File: src/rtl/core/assert_macros.svh
// assertion helpers shared by the rtl
`ifndef ASSERT_MACROS_SVH
`define ASSERT_MACROS_SVH

// same-cycle implication, checked out of reset
`define ASSERT_IMPLIES(label, clk, rst_n, ante, cons, msg) \
	label: assert property (@(posedge clk) disable iff (!(rst_n)) (ante) |-> (cons)) \
		else $error(msg);

// next-cycle implication, checked out of reset
`define ASSERT_NEXT(label, clk, rst_n, ante, cons, msg) \
	label: assert property (@(posedge clk) disable iff (!(rst_n)) (ante) |=> (cons)) \
		else $error(msg);

`endif

File: src/rtl/core/fta_pkg.sv
package fta_pkg;

	// field and state widths
	localparam int TIME_BITS   = 48;
	localparam int ALPHA_BITS  = 16;
	localparam int DELTA_BITS  = 32;
	localparam int FD_BITS     = 24;
	localparam int STEPS_BITS  = 8;
	localparam int ACC_BITS    = 33;
	localparam int DIV_CNT_BITS = $clog2(ALPHA_BITS);

	// stream and config port widths
	localparam int IN_DATA_BITS  = 48;
	localparam int OUT_DATA_BITS = 104;
	localparam int OUT_USER_BITS = 2;
	localparam int CFG_IDX_BITS  = 2;
	localparam int CFG_DATA_BITS = 32;

	// register indexes
	localparam logic [CFG_IDX_BITS-1:0] REG_MAX_DELTA       = 2'd0;
	localparam logic [CFG_IDX_BITS-1:0] REG_FIXED_DELTA     = 2'd1;
	localparam logic [CFG_IDX_BITS-1:0] REG_MAX_FIXED_STEPS = 2'd2;

	// register reset values
	localparam logic [DELTA_BITS-1:0] MAX_DELTA_RST       = 32'd250000;
	localparam logic [FD_BITS-1:0]    FIXED_DELTA_RST     = 24'd16667;
	localparam logic [STEPS_BITS-1:0] MAX_FIXED_STEPS_RST = 8'd5;

	// status from the step/divide sequencer
	typedef struct packed {
		logic busy;
		logic done;
		logic sat;
	} fta_sts_t;

endpackage

File: src/rtl/core/fta_stepper.sv
module fta_stepper import fta_pkg::*; (
	input  logic                    clk,
	input  logic                    arst_n,
	input  logic                    start,
	input  logic [ACC_BITS-1:0]     acc_in,
	input  logic [FD_BITS-1:0]      fixed_delta,
	input  logic [STEPS_BITS-1:0]   max_steps,
	output fta_sts_t                sts,
	output logic [STEPS_BITS-1:0]   steps,
	output logic [ALPHA_BITS-1:0]   alpha,
	output logic [FD_BITS-1:0]      acc_out
);

	localparam logic [1:0] S_IDLE = 2'd0;
	localparam logic [1:0] S_STEP = 2'd1;
	localparam logic [1:0] S_DIV  = 2'd2;
	localparam logic [1:0] S_DONE = 2'd3;

	logic [1:0]              state_q;
	logic [ACC_BITS-1:0]     acc_q;
	logic [STEPS_BITS-1:0]   steps_q;
	logic [ALPHA_BITS-1:0]   quo_q;
	logic [DIV_CNT_BITS-1:0] cnt_q;
	logic                    sat_q;

	logic [ACC_BITS-1:0]     opa;
	logic [ACC_BITS:0]       diff;
	logic                    ge;

	// shared subtract/compare unit: step takeout and restoring division
	always_comb begin
		if (state_q == S_DIV) begin
			opa = {acc_q[ACC_BITS-2:0], 1'b0};
		end else begin
			opa = acc_q;
		end
		diff = {1'b0, opa} - {{(ACC_BITS+1-FD_BITS){1'b0}}, fixed_delta};
		ge   = !diff[ACC_BITS];
	end

	// sequencer
	always_ff @(posedge clk or negedge arst_n) begin
		if (!arst_n) begin
			state_q <= S_IDLE;
		end else begin
			case (state_q)
				S_IDLE: begin
					if (start) begin
						state_q <= S_STEP;
					end
				end
				S_STEP: begin
					if (!(ge && (steps_q < max_steps))) begin
						if (fixed_delta == '0) begin
							state_q <= S_DONE;
						end else begin
							state_q <= S_DIV;
						end
					end
				end
				S_DIV: begin
					if (cnt_q == DIV_CNT_BITS'(ALPHA_BITS-1)) begin
						state_q <= S_DONE;
					end
				end
				S_DONE: begin
					state_q <= S_IDLE;
				end
				default: begin
					state_q <= S_IDLE;
				end
			endcase
		end
	end

	// datapath registers
	always_ff @(posedge clk) begin
		case (state_q)
			S_IDLE: begin
				acc_q   <= acc_in;
				steps_q <= '0;
				sat_q   <= 1'b0;
				quo_q   <= '0;
				cnt_q   <= '0;
			end
			S_STEP: begin
				if (ge && (steps_q < max_steps)) begin
					acc_q   <= diff[ACC_BITS-1:0];
					steps_q <= steps_q + 1'b1;
				end else if (ge) begin
					// step cap reached with a full step left over
					sat_q <= 1'b1;
					acc_q <= '0;
				end
			end
			S_DIV: begin
				if (ge) begin
					acc_q <= diff[ACC_BITS-1:0];
					quo_q <= {quo_q[ALPHA_BITS-2:0], 1'b1};
				end else begin
					acc_q <= opa;
					quo_q <= {quo_q[ALPHA_BITS-2:0], 1'b0};
				end
				cnt_q <= cnt_q + 1'b1;
			end
			default: begin
			end
		endcase
	end

	// accumulator is only read back at the end of the step phase
	logic [FD_BITS-1:0] acc_keep_q;

	always_ff @(posedge clk) begin
		if (state_q == S_STEP && !(ge && (steps_q < max_steps))) begin
			acc_keep_q <= ge ? '0 : acc_q[FD_BITS-1:0];
		end
	end

	assign sts.busy = (state_q != S_IDLE);
	assign sts.done = (state_q == S_DONE);
	assign sts.sat  = sat_q;
	assign steps    = steps_q;
	assign alpha    = quo_q;
	assign acc_out  = acc_keep_q;

endmodule

File: src/rtl/core/fixed_timestep_accumulator.sv
// Fixed-timestep accumulator with a cap on steps per frame.
// Input channel s_*: one timestamp per transaction (now_ticks in s_tdata).
// Output channel m_*: one result transaction per input transaction, in order.
// Config port: cfg_we writes cfg_wdata into the register selected by
// cfg_index (0 max_delta, 1 fixed_delta, 2 max_fixed_steps); write only while
// the block is idle. Indexes beyond the list are ignored.
// Processing: the first timestamp and a stale one go straight from the
// difference step to the output register. Any other is clamped and handed
// to the sequencer, where one subtract/compare unit takes out the fixed steps
// (at most 255), one step per cycle, and then runs a restoring division for
// the 16-bit alpha. With a zero fixed_delta the division is skipped.
// Flow: one transaction at a time; s_tready is high only while the
// sequencer is idle, the cycle after a result is loaded into the output
// register.
// Reset: clears the started flag, times and accumulator and loads the
// register reset values; no output transaction is pending afterward.
// Stall: the result sits in an output register; a new item is accepted
// while it waits, but its own result is held until the register frees up.
module fixed_timestep_accumulator import fta_pkg::*; (
	input  logic                     clk,
	input  logic                     arst_n,
	input  logic                     s_tvalid,
	output logic                     s_tready,
	input  logic [IN_DATA_BITS-1:0]  s_tdata,   // [47:0] now_ticks
	output logic                     m_tvalid,
	input  logic                     m_tready,
	// [31:0] delta_ticks, [79:32] elapsed_ticks, [87:80] fixed_steps,
	// [103:88] alpha_frac
	output logic [OUT_DATA_BITS-1:0] m_tdata,
	output logic [OUT_USER_BITS-1:0] m_tuser,   // [0] saturated, [1] stale_time
	input  logic                     cfg_we,
	input  logic [CFG_IDX_BITS-1:0]  cfg_index,
	input  logic [CFG_DATA_BITS-1:0] cfg_wdata
);

	`include "assert_macros.svh"

	localparam logic [2:0] ST_IDLE  = 3'd0;
	localparam logic [2:0] ST_DIFF  = 3'd1;
	localparam logic [2:0] ST_CLAMP = 3'd2;
	localparam logic [2:0] ST_RUN   = 3'd3;
	localparam logic [2:0] ST_FIN   = 3'd4;

	logic [2:0]               state_q;
	logic [DELTA_BITS-1:0]    max_delta_q;
	logic [FD_BITS-1:0]       fixed_delta_q;
	logic [STEPS_BITS-1:0]    max_steps_q;

	logic                     started_q;
	logic [TIME_BITS-1:0]     start_time_q;
	logic [TIME_BITS-1:0]     last_time_q;
	logic [FD_BITS-1:0]       acc_q;

	logic [TIME_BITS-1:0]     now_q;
	logic [TIME_BITS-1:0]     diff_q;

	logic [DELTA_BITS-1:0]    res_delta_q;
	logic [TIME_BITS-1:0]     res_elapsed_q;
	logic [STEPS_BITS-1:0]    res_steps_q;
	logic [ALPHA_BITS-1:0]    res_alpha_q;
	logic                     res_sat_q;
	logic                     res_stale_q;

	logic                     m_tvalid_q;
	logic [OUT_DATA_BITS-1:0] m_tdata_q;
	logic [OUT_USER_BITS-1:0] m_tuser_q;

	logic [TIME_BITS:0]       diff_w;
	logic [TIME_BITS-1:0]     elapsed_w;
	logic [DELTA_BITS-1:0]    delta_w;
	logic [ACC_BITS-1:0]      acc_in;
	logic                     out_load;

	fta_sts_t                 sts;
	logic [STEPS_BITS-1:0]    st_steps;
	logic [ALPHA_BITS-1:0]    st_alpha;
	logic [FD_BITS-1:0]       st_acc;

	// frame delta, elapsed time, clamp and accumulator sum
	always_comb begin
		diff_w    = {1'b0, now_q} - {1'b0, last_time_q};
		elapsed_w = now_q - start_time_q;
		if (diff_q > {{(TIME_BITS-DELTA_BITS){1'b0}}, max_delta_q}) begin
			delta_w = max_delta_q;
		end else begin
			delta_w = diff_q[DELTA_BITS-1:0];
		end
		acc_in = {{(ACC_BITS-FD_BITS){1'b0}}, acc_q} + {1'b0, delta_w};
	end

	// configuration registers
	always_ff @(posedge clk or negedge arst_n) begin
		if (!arst_n) begin
			max_delta_q   <= MAX_DELTA_RST;
			fixed_delta_q <= FIXED_DELTA_RST;
			max_steps_q   <= MAX_FIXED_STEPS_RST;
		end else if (cfg_we) begin
			case (cfg_index)
				REG_MAX_DELTA:       max_delta_q   <= cfg_wdata[DELTA_BITS-1:0];
				REG_FIXED_DELTA:     fixed_delta_q <= cfg_wdata[FD_BITS-1:0];
				REG_MAX_FIXED_STEPS: max_steps_q   <= cfg_wdata[STEPS_BITS-1:0];
				default: begin
				end
			endcase
		end
	end

	// shared step/divide sequencer
	fta_stepper u_stepper (
		.clk         (clk),
		.arst_n      (arst_n),
		.start       (state_q == ST_CLAMP),
		.acc_in      (acc_in),
		.fixed_delta (fixed_delta_q),
		.max_steps   (max_steps_q),
		.sts         (sts),
		.steps       (st_steps),
		.alpha       (st_alpha),
		.acc_out     (st_acc)
	);

	// control state and timing state
	always_ff @(posedge clk or negedge arst_n) begin
		if (!arst_n) begin
			state_q      <= ST_IDLE;
			started_q    <= 1'b0;
			start_time_q <= '0;
			last_time_q  <= '0;
			acc_q        <= '0;
		end else begin
			case (state_q)
				ST_IDLE: begin
					if (s_tvalid) begin
						state_q <= ST_DIFF;
					end
				end
				ST_DIFF: begin
					if (!started_q) begin
						started_q    <= 1'b1;
						start_time_q <= now_q;
						last_time_q  <= now_q;
						state_q      <= ST_FIN;
					end else if (diff_w[TIME_BITS]) begin
						state_q <= ST_FIN;
					end else begin
						last_time_q <= now_q;
						state_q     <= ST_CLAMP;
					end
				end
				ST_CLAMP: begin
					state_q <= ST_RUN;
				end
				ST_RUN: begin
					if (sts.done) begin
						acc_q   <= st_acc;
						state_q <= ST_FIN;
					end
				end
				ST_FIN: begin
					if (out_load) begin
						state_q <= ST_IDLE;
					end
				end
				default: begin
					state_q <= ST_IDLE;
				end
			endcase
		end
	end

	// per-item payload registers
	always_ff @(posedge clk) begin
		case (state_q)
			ST_IDLE: begin
				now_q <= s_tdata[TIME_BITS-1:0];
			end
			ST_DIFF: begin
				res_delta_q   <= '0;
				res_elapsed_q <= (started_q && !diff_w[TIME_BITS]) ? elapsed_w : '0;
				res_steps_q   <= '0;
				res_alpha_q   <= '0;
				res_sat_q     <= 1'b0;
				res_stale_q   <= started_q && diff_w[TIME_BITS];
				diff_q        <= diff_w[TIME_BITS-1:0];
			end
			ST_CLAMP: begin
				res_delta_q <= delta_w;
			end
			ST_RUN: begin
				if (sts.done) begin
					res_steps_q <= st_steps;
					res_alpha_q <= st_alpha;
					res_sat_q   <= sts.sat;
				end
			end
			default: begin
			end
		endcase
	end

	// output register
	assign out_load = (state_q == ST_FIN) && (!m_tvalid_q || m_tready);

	always_ff @(posedge clk or negedge arst_n) begin
		if (!arst_n) begin
			m_tvalid_q <= 1'b0;
		end else if (out_load) begin
			m_tvalid_q <= 1'b1;
		end else if (m_tready) begin
			m_tvalid_q <= 1'b0;
		end
	end

	always_ff @(posedge clk) begin
		if (out_load) begin
			m_tdata_q <= {res_alpha_q, res_steps_q, res_elapsed_q, res_delta_q};
			m_tuser_q <= {res_stale_q, res_sat_q};
		end
	end

	assign s_tready = (state_q == ST_IDLE);
	assign m_tvalid = m_tvalid_q;
	assign m_tdata  = m_tdata_q;
	assign m_tuser  = m_tuser_q;

	// checks
	`ASSERT_IMPLIES(a_ready_idle, clk, arst_n, s_tready, !sts.busy, "accepting while sequencer busy")
	`ASSERT_IMPLIES(a_done_run, clk, arst_n, sts.done, state_q == ST_RUN, "sequencer done outside run")
	`ASSERT_IMPLIES(a_stale_zero, clk, arst_n, m_tvalid && m_tuser[1], (m_tdata == '0) && !m_tuser[0], "stale transaction carries data")
	`ASSERT_NEXT(a_accept_diff, clk, arst_n, s_tvalid && s_tready, state_q == ST_DIFF, "accepted transaction not taken up")

endmodule
File: config.mk
export PLATFORM = sky130hd
export DESIGN_NAME = fixed_timestep_accumulator
export DESIGN_NICKNAME = d
export VERILOG_FILES = /design/src/rtl/core/fta_pkg.sv /design/src/rtl/core/fta_stepper.sv /design/src/rtl/core/fixed_timestep_accumulator.sv
export VERILOG_INCLUDE_DIRS = /design/src /design/src/rtl/core
export SDC_FILE = /design/constraint.sdc
export NUM_CORES = 1
export LEC_CHECK = 0
export ABC_AREA = 1
export BUFFER_PORTS_ARGS = -buffer_cell sky130_fd_sc_hd__buf_2
export CAP_MARGIN = 40
export CORE_ASPECT_RATIO = 0.75
export CORE_MARGIN = 2
export CORE_UTILIZATION = 49
export DETAILED_ROUTE_END_ITERATION = 8
export PLACE_DENSITY = 0.77
export SYNTH_ARGS = -nofsm -noshare
export SYNTH_HDL_FRONTEND = slang
export SYNTH_SLANG_ARGS = --single-unit
File: constraint.sdc
create_clock -name clk -period 27 [get_ports clk]
set_input_delay 1.35 -clock clk [delete_from_list [all_inputs] [get_ports clk]]
set_output_delay 1.35 -clock clk [all_outputs]
set_load 0.05 [all_outputs]
# Word level (Yosys, flattened, before mapping)
# Cells that the tools add are included.
dict set report op_classes {
  add_sub_neg 6
  muxes 36
  reduce_logical 32
  n_eq_ne 20
  bitwise 1
  magnitude_cmp 2
}
# operator n
set op_table {}
lappend op_table {{$mux W33} 4}
lappend op_table {{$pmux W33 S3} 1}
lappend op_table {{$mux W48} 2}
lappend op_table {{$pmux W16 S2} 2}
lappend op_table {{$pmux W32 S2} 1}
lappend op_table {{$sub A48 B48 Y49} 1}
lappend op_table {{$gt A48 B32 Y1} 1}
lappend op_table {{$sub A48 B48 Y48} 1}
lappend op_table {{$sub A33 B24 Y34} 1}
lappend op_table {{$add A24 B32 Y33} 1}
lappend op_table {{$mux W32} 1}
lappend op_table {{$pmux W8 S2} 2}
lappend op_table {{$logic_not A24 Y1} 1}
lappend op_table {{$reduce_and A2 Y1} 9}
lappend op_table {{$mux W16} 1}
lappend op_table {{$mux W8} 2}
lappend op_table {{$mux W3} 5}
lappend op_table {{$pmux W3 S5} 1}
lappend op_table {{$ne A2 B2 Y1 const B} 7}
lappend op_table {{$reduce_bool A2 Y1} 5}
lappend op_table {{$reduce_and A3 Y1} 3}
lappend op_table {{$add A8 B1 Y8 const B} 1}
lappend op_table {{$lt A8 B8 Y1} 1}
lappend op_table {{$pmux W2 S4} 1}
lappend op_table {{20 further kinds} 42}
dict set report totals {
  out_inout_bits 108
  ff_bits 585
  in_bits 87
}

# Depth between registers and ports, before layout
# Gate-level depths: netlist of the first run.
dict set report logic_depth {
  depth_word 7
  depth_mapped 35
}

# Modules after synthesis
# Synthesis of the first run repeated with hierarchy kept, for this count alone.
dict set report hier_totals {
  hier_cells 3910
  area_unflattened_um2 33470.9
}
# mod area_each_um2 n_inst cells_each
set modules_own_cells {}
lappend modules_own_cells {fixed_timestep_accumulator 26142.6 1 2815}
lappend modules_own_cells {fta_stepper 7328.3 1 1095}

# Worst setup path after synthesis of the first run
# Ideal clock, no wire load.
dict set report synth_timing {
  path_kind {reg-to-reg}
  from {register state_q[1]}
  to {register res_delta_q[0], enable pin}
  path_buffers 0
  arrival_ns 9.078
  path_stages_with_launch 4
  setup_ns 0.392
  slack_ns 17.531
  path_cell_list {dfrtp_1 -> nor3_1 -> inv_1 -> nand2_1}
}
dict set report synth_between {
  elab_chain_len 2
}
# item line_no
set synth_rtl {}
lappend synth_rtl {{start, declared} fixed_timestep_accumulator.sv:44} ;# logic [2:0] state_q;
lappend synth_rtl {{start signal, assigned} fixed_timestep_accumulator.sv:125} ;# state_q <= ST_IDLE;
lappend synth_rtl {{start signal, assigned} fixed_timestep_accumulator.sv:134} ;# state_q <= ST_DIFF;
lappend synth_rtl {{start signal, assigned} fixed_timestep_accumulator.sv:142} ;# state_q <= ST_FIN;
lappend synth_rtl {{$eq A3 B1 Y1 or $eq A3 B2 Y1 (tied branches)} fixed_timestep_accumulator.sv:173} ;# case (state_q)
lappend synth_rtl {{$reduce_bool A2 Y1 (no line) *} --}
lappend synth_rtl {{end signal, assigned} fixed_timestep_accumulator.sv:187} ;# res_delta_q <= delta_w;
lappend synth_rtl {{end, declared} fixed_timestep_accumulator.sv:57} ;# logic [DELTA_BITS-1:0] res_delta_q;
# Every way passes the cells marked *; elsewhere a longest branch is shown, timed or not.
# A chain may end at the register's enable or synchronous reset.

# Worst setup path in the final report of the first run
dict set report layout_timing {
  from {register diff_q[31]}
  to {register u_stepper.acc_q[20], data pin}
}
dict set report layout_between {
  elab_chain_len 4
}
# item line_no
set layout_rtl {}
lappend layout_rtl {{start, declared} fixed_timestep_accumulator.sv:55} ;# logic [TIME_BITS-1:0] diff_q;
lappend layout_rtl {{start signal, assigned} fixed_timestep_accumulator.sv:184} ;# diff_q <= diff_w[TIME_BITS-1:0];
lappend layout_rtl {{$gt A48 B32 Y1} fixed_timestep_accumulator.sv:83} ;# if (diff_q > {{(TIME_BITS-DELTA_BITS){1'b0}}, max_delta_q}) begin
lappend layout_rtl {{$mux W32} fixed_timestep_accumulator.sv:83}
lappend layout_rtl {{named net delta_w[0]} fixed_timestep_accumulator.sv:70} ;# logic [DELTA_BITS-1:0] delta_w;
lappend layout_rtl {{$add A24 B32 Y33} fixed_timestep_accumulator.sv:88} ;# acc_in = {{(ACC_BITS-FD_BITS){1'b0}}, acc_q} + {1'b0, delta_w};
lappend layout_rtl {{$pmux W33 S3} fta_stepper.sv:78} ;# case (state_q)
lappend layout_rtl {{end signal, assigned} fta_stepper.sv:80} ;# acc_q <= acc_in;
lappend layout_rtl {{end signal, assigned} fta_stepper.sv:88} ;# acc_q <= diff[ACC_BITS-1:0];
lappend layout_rtl {{end signal, assigned} fta_stepper.sv:98} ;# acc_q <= diff[ACC_BITS-1:0];
lappend layout_rtl {{end, declared} fta_stepper.sv:20} ;# logic [ACC_BITS-1:0] acc_q;
# The timed path passes the listed nets, and every way through them passes these cells.

==> impl_metrics.py, run 1 <==
metrics = {
    "timing": {
        "tns_ns": 0,
        "finalHoldViolCount": 0,
        "setup_viol": 0,
        "fmax_mhz": 187.9,
        "layout_min_cycle_time_ns": 5.322,
        "drv_slew": 0,
        "period_share": 0.1971,
        "max-slew-margin-rel": 0.3755,
        "rsz0062_at_grt": "false",
        "tightest_slew_ns": 0.9367,
        "fin_worst_skew_ns": 0.07060,
    },
    "cts": {
        "clk_pin_slew_worst_paths_ns": 0.07,
        "cts_tree": "built",
        "htreeDepth": 2,
        "cts_hold_buf": 0,
        "post-cts-setup-buffer-count": 0,
        "numCtsBuffers": 57,
        "ctsLongestPathBuffers": 3,
        "cts.sinks": 585,
        "clk_latency_ns": 0.66,
        "cts_resized": 0,
        "cts-root-buf": "clkbuf_16",
    },
    "place": {
        "numPortBuffers": 194,
        "place_inst": 4475,
        "dpl.hpwl_mm": 64.24,
        "gp_congestion": 1.012,
    },
    "synthesis": {
        "synth_area_leaders": "edfxtp_1 37%, dfrtp_1 14%, ha_1 7.4%",
        "synth_top_family_by_area": "simple AND/OR/NAND/NOR gates",
        "synth_edf_count": 394,
        "synth_compound_area_frac": 0.1394,
        "synth_nets": 3739,
        "synth_xor_area_frac": 0.02845,
        "synthAdderAreaFrac": 0.07672,
        "synth_simple_gate_area_frac": 0.1471,
        "ys_warn_count": 0,
        "synthMuxAreaShare": 0.008800,
        "synth_area_per_cell_um2": 9.163,
        "ys_async_sr_fraction": 0.3265,
        "synth-main-ff-cell": "edfxtp_1",
        "syn_area_mm2": 0.03171,
        "synth_top_area_frac": 0.3732,
        "yosysTopAreaCell": "edfxtp_1",
        "yosys_register_bits": 585,
        "syn_inst": 3460,
        "seq_area_frac_synth": 0.5245,
        "synth.distinct_cells": 56,
    },
    "global_route": {
        "grt_max_degree": 101,
        "grt-ovfl-total": 0,
        "antenna_found_initial": 2,
        "grt_pass1_vias": 22840,
        "grt_first_pass_wirelength_mm": 129.2,
        "grtUsageTotal": 0.2470,
    },
    "route": {
        "detail_route.first_pass.iterations": 8,
        "drc": 0,
        "vias": 24980,
        "drtIter0Drc": 2998,
        "wl_per_cell_um": 18.25,
        "ant_nets": 0,
        "routed_via_density": 5.450,
        "wl_mm": 83.64,
    },
    "pwr": {
        "power.density_mw_per_mm2": 145.7,
        "switching_share": 0.4545,
        "pwr-share-clk": 0.165,
        "peakVddDrop_uv": 122.5,
        "p_seq_frac": 0.318,
        "internal_power_uw": 2851,
        "p_sw_uw": 2376,
        "leakagePower_uw": 0.01596,
        "p_total_uw": 5227,
        "p_comb_frac": 0.517,
    },
    "worst_hold_path": {
        "hp-start": "res_elapsed_q[34]",
        "worstHoldEndpoint": "m_tdata[66]",
        "min_path_cells": 0,
        "hp-class": "reg2reg",
    },
    "floorplan": {
        "die_w_um": 297.7,
        "ios": 195,
        "start_util": 0.4973,
        "rows": 80,
        "die_h_um": 224.3,
        "core-area_mm2": 0.06376,
        "dieArea_mm2": 0.06678,
    },
    "worst_setup_path": {
        "r2r_start": "diff_q[31]",
        "crit_type": "reg2reg",
        "cp_max_fo": 21,
        "r2r_setup_slack_ns": 21.68,
        "crit_top_cell": "nand2_1",
        "endpoint_kind": "register",
        "slowest_stage": "o21ai_0",
        "cp_data_arrival_time_ns": 5.65,
        "worst_ep_required_time_ns": 27.33,
        "r2r_end": "u_stepper.acc_q[20]",
        "r2r_cells": 26,
        "start_kind": "register",
        "slowest_delay_ns": 0.55,
    },
    "cells_and_area": {
        "n_fill_cell": 5636,
        "fin_cells": 4584,
        "drive_gt1_frac": 0.1169,
        "final_nets": 3952,
        "area_growth_syn_to_layout_pct": 13.15,
    },
    "run": {
        "maxCapViolations": 0,
    },
    "outcome": {
        "status": "complete, no violations",
    },
}
[power groups by stage]
| stage | sequential (µW) | combinational, µW | clock (µW) |
|---|---|---|---|
| 2_1_floorplan | 1720 | 1820 | 0 |
| 3_3_place_gp | 1670 | 2570 | 0 |
| 3_5_place_dp | 1680 | 2620 | 0 |
| 4_1_cts | 1660 | 2640 | 877 |
| 5_1_grt | 1700 | 2990 | 912 |
| 6_report | 1660 | 2700 | 864 |
[cell usage in the layout (no fill, tap or decap), types with 6 or more instances in the layout]
| cell type | Yosys | layout |
|---|---|---|
| inv_2 | 9 | 9 |
| nand2_2 | 5 | 6 |
| ha_1 | 188 | 187 |
| a21boi_0 | 9 | 9 |
| clkbuf_16 | 0 | 57 |
| nand2_1 | 519 | 517 |
| o21ai_0 | 250 | 250 |
| mux2_2 | 23 | 23 |
| buf_4 | 3 | 20 |
| a21o_1 | 16 | 16 |
| nand4_1 | 29 | 29 |
| or2_2 | 16 | 16 |
| a22oi_1 | 11 | 11 |
| clkbuf_1 | 46 | 10 |
| o21bai_1 | 10 | 10 |
| nor3_1 | 21 | 20 |
| nand3_1 | 80 | 79 |
| nor4_1 | 24 | 24 |
| o211ai_1 | 9 | 9 |
| buf_2 | 9 | 194 |
| clkbuf_8 | 0 | 6 |
| clkinv_1 | 4 | 9 |
| dfstp_2 | 15 | 15 |
| edfxtp_1 | 394 | 394 |
| dfrtp_1 | 176 | 176 |
| clkinv_2 | 0 | 10 |
| a21oi_1 | 341 | 340 |
| inv_1 | 534 | 534 |
| o21a_1 | 20 | 20 |
| nor2_1 | 434 | 432 |
| xor2_1 | 68 | 68 |
| a31oi_1 | 43 | 43 |
| bufinv_16 | 0 | 10 |
| o21ai_1 | 31 | 31 |
| a21oi_2 | 31 | 32 |
| xnor2_1 | 35 | 35 |
[Yosys cell counts, types with 3 or more instances]
cell	n
a211oi_1	3
a21boi_0	9
a21o_1	16
a21oi_1	341
a21oi_2	31
a22oi_1	11
a31oi_1	43
buf_1	5
buf_2	9
buf_4	3
buf_6	6
clkbuf_1	46
clkinv_1	4
dfrtp_1	176
dfstp_2	15
edfxtp_1	394
fa_1	4
ha_1	188
inv_1	534
inv_2	9
mux2_2	23
nand2_1	519
nand2_2	5
nand3_1	80
nand3b_1	3
nand4_1	29
nor2_1	434
nor2_2	5
nor3_1	21
nor4_1	24
o2111ai_1	4
o211ai_1	9
o21a_1	20
o21ai_0	250
o21ai_1	31
o21bai_1	10
o221ai_1	3
o31ai_1	4
or2_2	16
xnor2_1	35
xor2_1	68
[worst max-delay path, delay by kind of cell, from the launching register on]
kind / cells / cell delay, ns
AO/OA/AOI/OAI: 6 / 1.87
flip-flops: 1 / 0.41
buffers and inverters: 2 / 0.13
XOR/XNOR: 1 / 0.07
adder cells (fa/ha/maj): 3 / 0.95
AND/OR/NAND/NOR: 14 / 1.60
[how the worst max path moves through the flow]
stage / from / endpoint / slack, ns / cells after the start
after floorplan: state_q[1] / res_delta_q[0] / 17.53 / 3
after global routing: max_delta_q[31] / u_stepper.acc_q[20] / 21.22 / 27
final: diff_q[31] / u_stepper.acc_q[20] / 21.68 / 26
after CTS: diff_q[31] / u_stepper.acc_q[20] / 21.88 / 26
after detailed placement: diff_q[31] / u_stepper.acc_q[20] / 21.90 / 26
after global placement: max_delta_q[7] / u_stepper.acc_q[20] / 22.13 / 25
[final cells by class]
| class | count | area, µm² | share of cell area |
|---|---|---|---|
| clock inverter | 36 | 515.5 | 0.01437 |
| timing repair buffer | 223 | 1328 | 0.03700 |
| sequential | 585 | 16630 | 0.4635 |
| multi-input combinational | 2259 | 12740 | 0.3550 |
| clock buffer | 72 | 1533 | 0.04272 |
| antenna | 1 | 2.502 | 0.00006975 |
| tap | 861 | 1077 | 0.03003 |
| inverter | 547 | 2053 | 0.05723 |
[routing by layer]
metal / vias up / share of wire / track usage
met3: 114 / 0.11 / 0.05873
met4: 0 / 0.021 / 0.05898
li1: 12060 / - / -
met2: 1096 / 0.41 / 0.3473
met5: - / 0 / 0
met1: 11710 / 0.46 / 0.3819
[logic make-up (layout without fill, tap and decap cells)]
family / Yosys count / count (layout)
compound gates: 795 / 795
xor+xnor: 103 / 103
fa+ha+maj: 192 / 192
buf+inv: 616 / 878
flops: 585 / 585
mux: 25 / 25
other cells: 0 / 1
simple gates: 1144 / 1144
[flip-flops by register name, indices dropped and copies added (netlist names), 33 cells and up]
name and flops:
u_stepper.acc_q 33, m_tdata 104, last_time_q 48, now_q 48, res_elapsed_q 48, start_time_q 48, diff_q 48
[metrics by stage]
step	hold WS [ns]	cell area (µm²)	utilization	setup slack [ns]
final	0.4139	35880	0.5627	21.68
after global routing	0.4227	35870	0.5626	21.22
after CTS	0.4153	35870	0.5626	21.88
after detailed placement	0.4045	33820	0.5305	21.90
after global placement	0.4014	33650	0.5277	22.13
after floorplan	0.4003	31710	-	17.53
No activity file was read; power rests on OpenSTA's default activity.
==> run 2, diff against run 1 <==
--- a/config.mk
+++ b/config.mk
@@ -13,7 +13,7 @@
 export CORE_MARGIN = 2
 export CORE_UTILIZATION = 49
 export DETAILED_ROUTE_END_ITERATION = 8
-export PLACE_DENSITY = 0.77
+export PLACE_DENSITY = 0.79
 export SYNTH_ARGS = -nofsm -noshare
 export SYNTH_HDL_FRONTEND = slang
 export SYNTH_SLANG_ARGS = --single-unit
==> constraint.sdc (replaced) <==
create_clock -name clk -period 4.64 [get_ports clk]
set_input_delay 0.232 -clock clk [delete_from_list [all_inputs] [get_ports clk]]
set_output_delay 0.232 -clock clk [all_outputs]
set_load 0.05 [all_outputs]
==> run 2 against run 1 <==
Global-route usage grew 0.89 points. Sequential power grew to 5.8 times the previous value. Critical path depth shrank 2. Worst hold slack lost 0.36 ns. Setup slack lost 21 ns. Largest power group unchanged.
==> impl_metrics.py, run 2 (synthesized netlist as in run 1, its figures left out) <==
metrics = {
    "outcome": {
        "status": "complete, no violations",
    },
    "worst_setup_path": {
        "worst_ep_required_time_ns": 5.11,
        "r2r_end": "u_stepper.acc_q[17]",
        "endpoint_kind": "register",
        "crit_type": "reg2reg",
        "r2r_start": "diff_q[31]",
        "start_kind": "register",
        "cp_max_fo": 12,
        "cp-endpoint": "u_stepper.acc_q[17]",
        "critPathLaunch": "diff_q[31]",
        "cp_data_arrival_time_ns": 4.85,
        "r2r_cells": 24,
        "r2r_setup_slack_ns": 0.26,
    },
    "floorplan": {
        "die_h_um": 224.3,
        "die_w_um": 297.7,
        "start_util": 0.4973,
        "ios": 195,
        "dieArea_mm2": 0.06678,
        "core-area_mm2": 0.06376,
        "rows": 80,
    },
    "run": {
        "maxCapViolations": 0,
    },
    "cells_and_area": {
        "layout_commonest_cell": "inv_1",
        "fin_cells": 4697,
        "drive_gt1_frac": 0.1259,
        "n_fill_cell": 5488,
        "final_cell_mix": "534 x inv_1, 514 x nand2_1, 431 x nor2_1",
        "diodes": 0,
        "final_nets": 4066,
        "area_growth_syn_to_layout_pct": 16.47,
        "largest_register_ffs": 104,
    },
    "timing": {
        "fin_worst_skew_ns": 0.04626,
        "tightest_slew_ns": 0.9157,
        "layout_min_cycle_time_ns": 4.378,
        "setup_viol": 0,
        "fmax_mhz": 228.4,
        "finalHoldViolCount": 0,
        "drv_slew": 0,
        "period_share": 0.9435,
        "max-slew-margin-rel": 0.3831,
        "tns_ns": 0,
    },
    "global_route": {
        "grt_pass1_vias": 23560,
        "grtUsageTotal": 0.2558,
        "antenna_found_initial": 0,
        "grt_first_pass_wirelength_mm": 133.5,
        "grt_max_degree": 98,
        "busiest_layer": "met1",
        "grt-ovfl-total": 0,
        "gr-usage-met1": 0.4003,
        "met3_usage": 0.06182,
        "grtUsageMet2": 0.3575,
    },
    "route": {
        "ant_nets": 0,
        "drc": 0,
        "detail_route.first_pass.iterations": 6,
        "wl_per_cell_um": 18.43,
        "wl_mm": 86.57,
        "drtIter0Drc": 2712,
        "vias": 25410,
        "routed_via_density": 5.410,
    },
    "cts": {
        "htreeDepth": 2,
        "numCtsBuffers": 57,
        "ctsLongestPathBuffers": 3,
        "cts.sinks": 585,
        "cts_tree": "built",
        "cts-root-buf": "clkbuf_16",
        "clk_pin_slew_worst_paths_ns": 0.07,
        "clk_latency_ns": 0.65,
    },
    "place": {
        "numPortBuffers": 194,
        "dpl.hpwl_mm": 65.31,
        "place_inst": 4499,
        "gp_congestion": 0.9634,
    },
    "pwr": {
        "leakagePower_uw": 0.01643,
        "power.density_mw_per_mm2": 831.1,
        "p_total_uw": 30690,
        "peakVddDrop_uv": 457.8,
    },
    "worst_hold_path": {
        "hp-class": "in2reg",
    },
}
run 2: per-layer routing:
metal,wire length (µm),vias up
li1,-,12300
met1,39880,11860
met2,35430,1151
met3,9817,96
met4,1450,0
met5,0,-
run 2: layout make-up:
type                       count  area (µm²)  share of cell area
sequential                   585       16630              0.4503
clock inverter                37       479.2             0.01298
timing repair buffer         337        2366             0.06407
multi-input combinational   2259       12790              0.3464
tap                          861        1077             0.02917
inverter                     547        2053             0.05560
clock buffer                  71        1529             0.04140
run 2: how the worst min path moves through the flow:
stage	from	to	slack, ns	depth (start not counted)
after CTS	cfg_wdata[23]	fixed_delta_q[23]	0.02	3
after global routing	cfg_wdata[23]	fixed_delta_q[23]	0.06	3
after global placement	arst_n	start_time_q[43]	0.35	1
after detailed placement	arst_n	start_time_q[45]	0.36	1
after floorplan	arst_n	acc_q[0]	-0.06	0
final	cfg_wdata[23]	fixed_delta_q[23]	0.05	3
run 2: worst max-delay path, stage by stage, from the launching register on:
cell	delay, ns
edfxtp_1	0.41
ha_1	0.32
nand2_1	0.07
nor2_1	0.17
nand4_1	0.14
inv_1	0.08
nand2_1	0.13
nor2_1	0.12
nand2_1	0.07
nand2_2	0.12
nand2_4	0.10
buf_4	0.18
o21ai_0	0.25
ha_1	0.32
o21ai_0	0.32
o21ai_1	0.15
nand2_1	0.09
nand2_2	0.13
nand3_1	0.11
nand2_1	0.11
a21oi_2	0.28
o21bai_1	0.12
o21ai_0	0.16
a21oi_1	0.10
a21oi_1	0.19
run 2: repair_timing:
action,CTS,global route
hold endpoints to repair,190,0
setup buffers,0,9
setup endpoints to repair,0,21
hold buffers,81,0
gates resized for setup,0,21
run 2: stage by stage:
stage	instance area, µm²	util	hold WS, ns	setup slack, ns
2_1_floorplan	31720	-	-0.06359	0.1297
3_3_place_gp	33940	0.5323	0.3535	0.2695
3_5_place_dp	33980	0.5330	0.3587	0.1242
4_1_cts	36800	0.5772	0.01546	0.07907
5_1_grt	36930	0.5792	0.05586	-0.05287
6_report	36930	0.5792	0.05443	0.2620
run 2: where the power goes:
group | switching, µW | internal, µW | total [µW]
clock | 2110 | 2820 | 4930
combinational | 10900 | 5170 | 16100
sequential | 1000 | 8700 | 9700
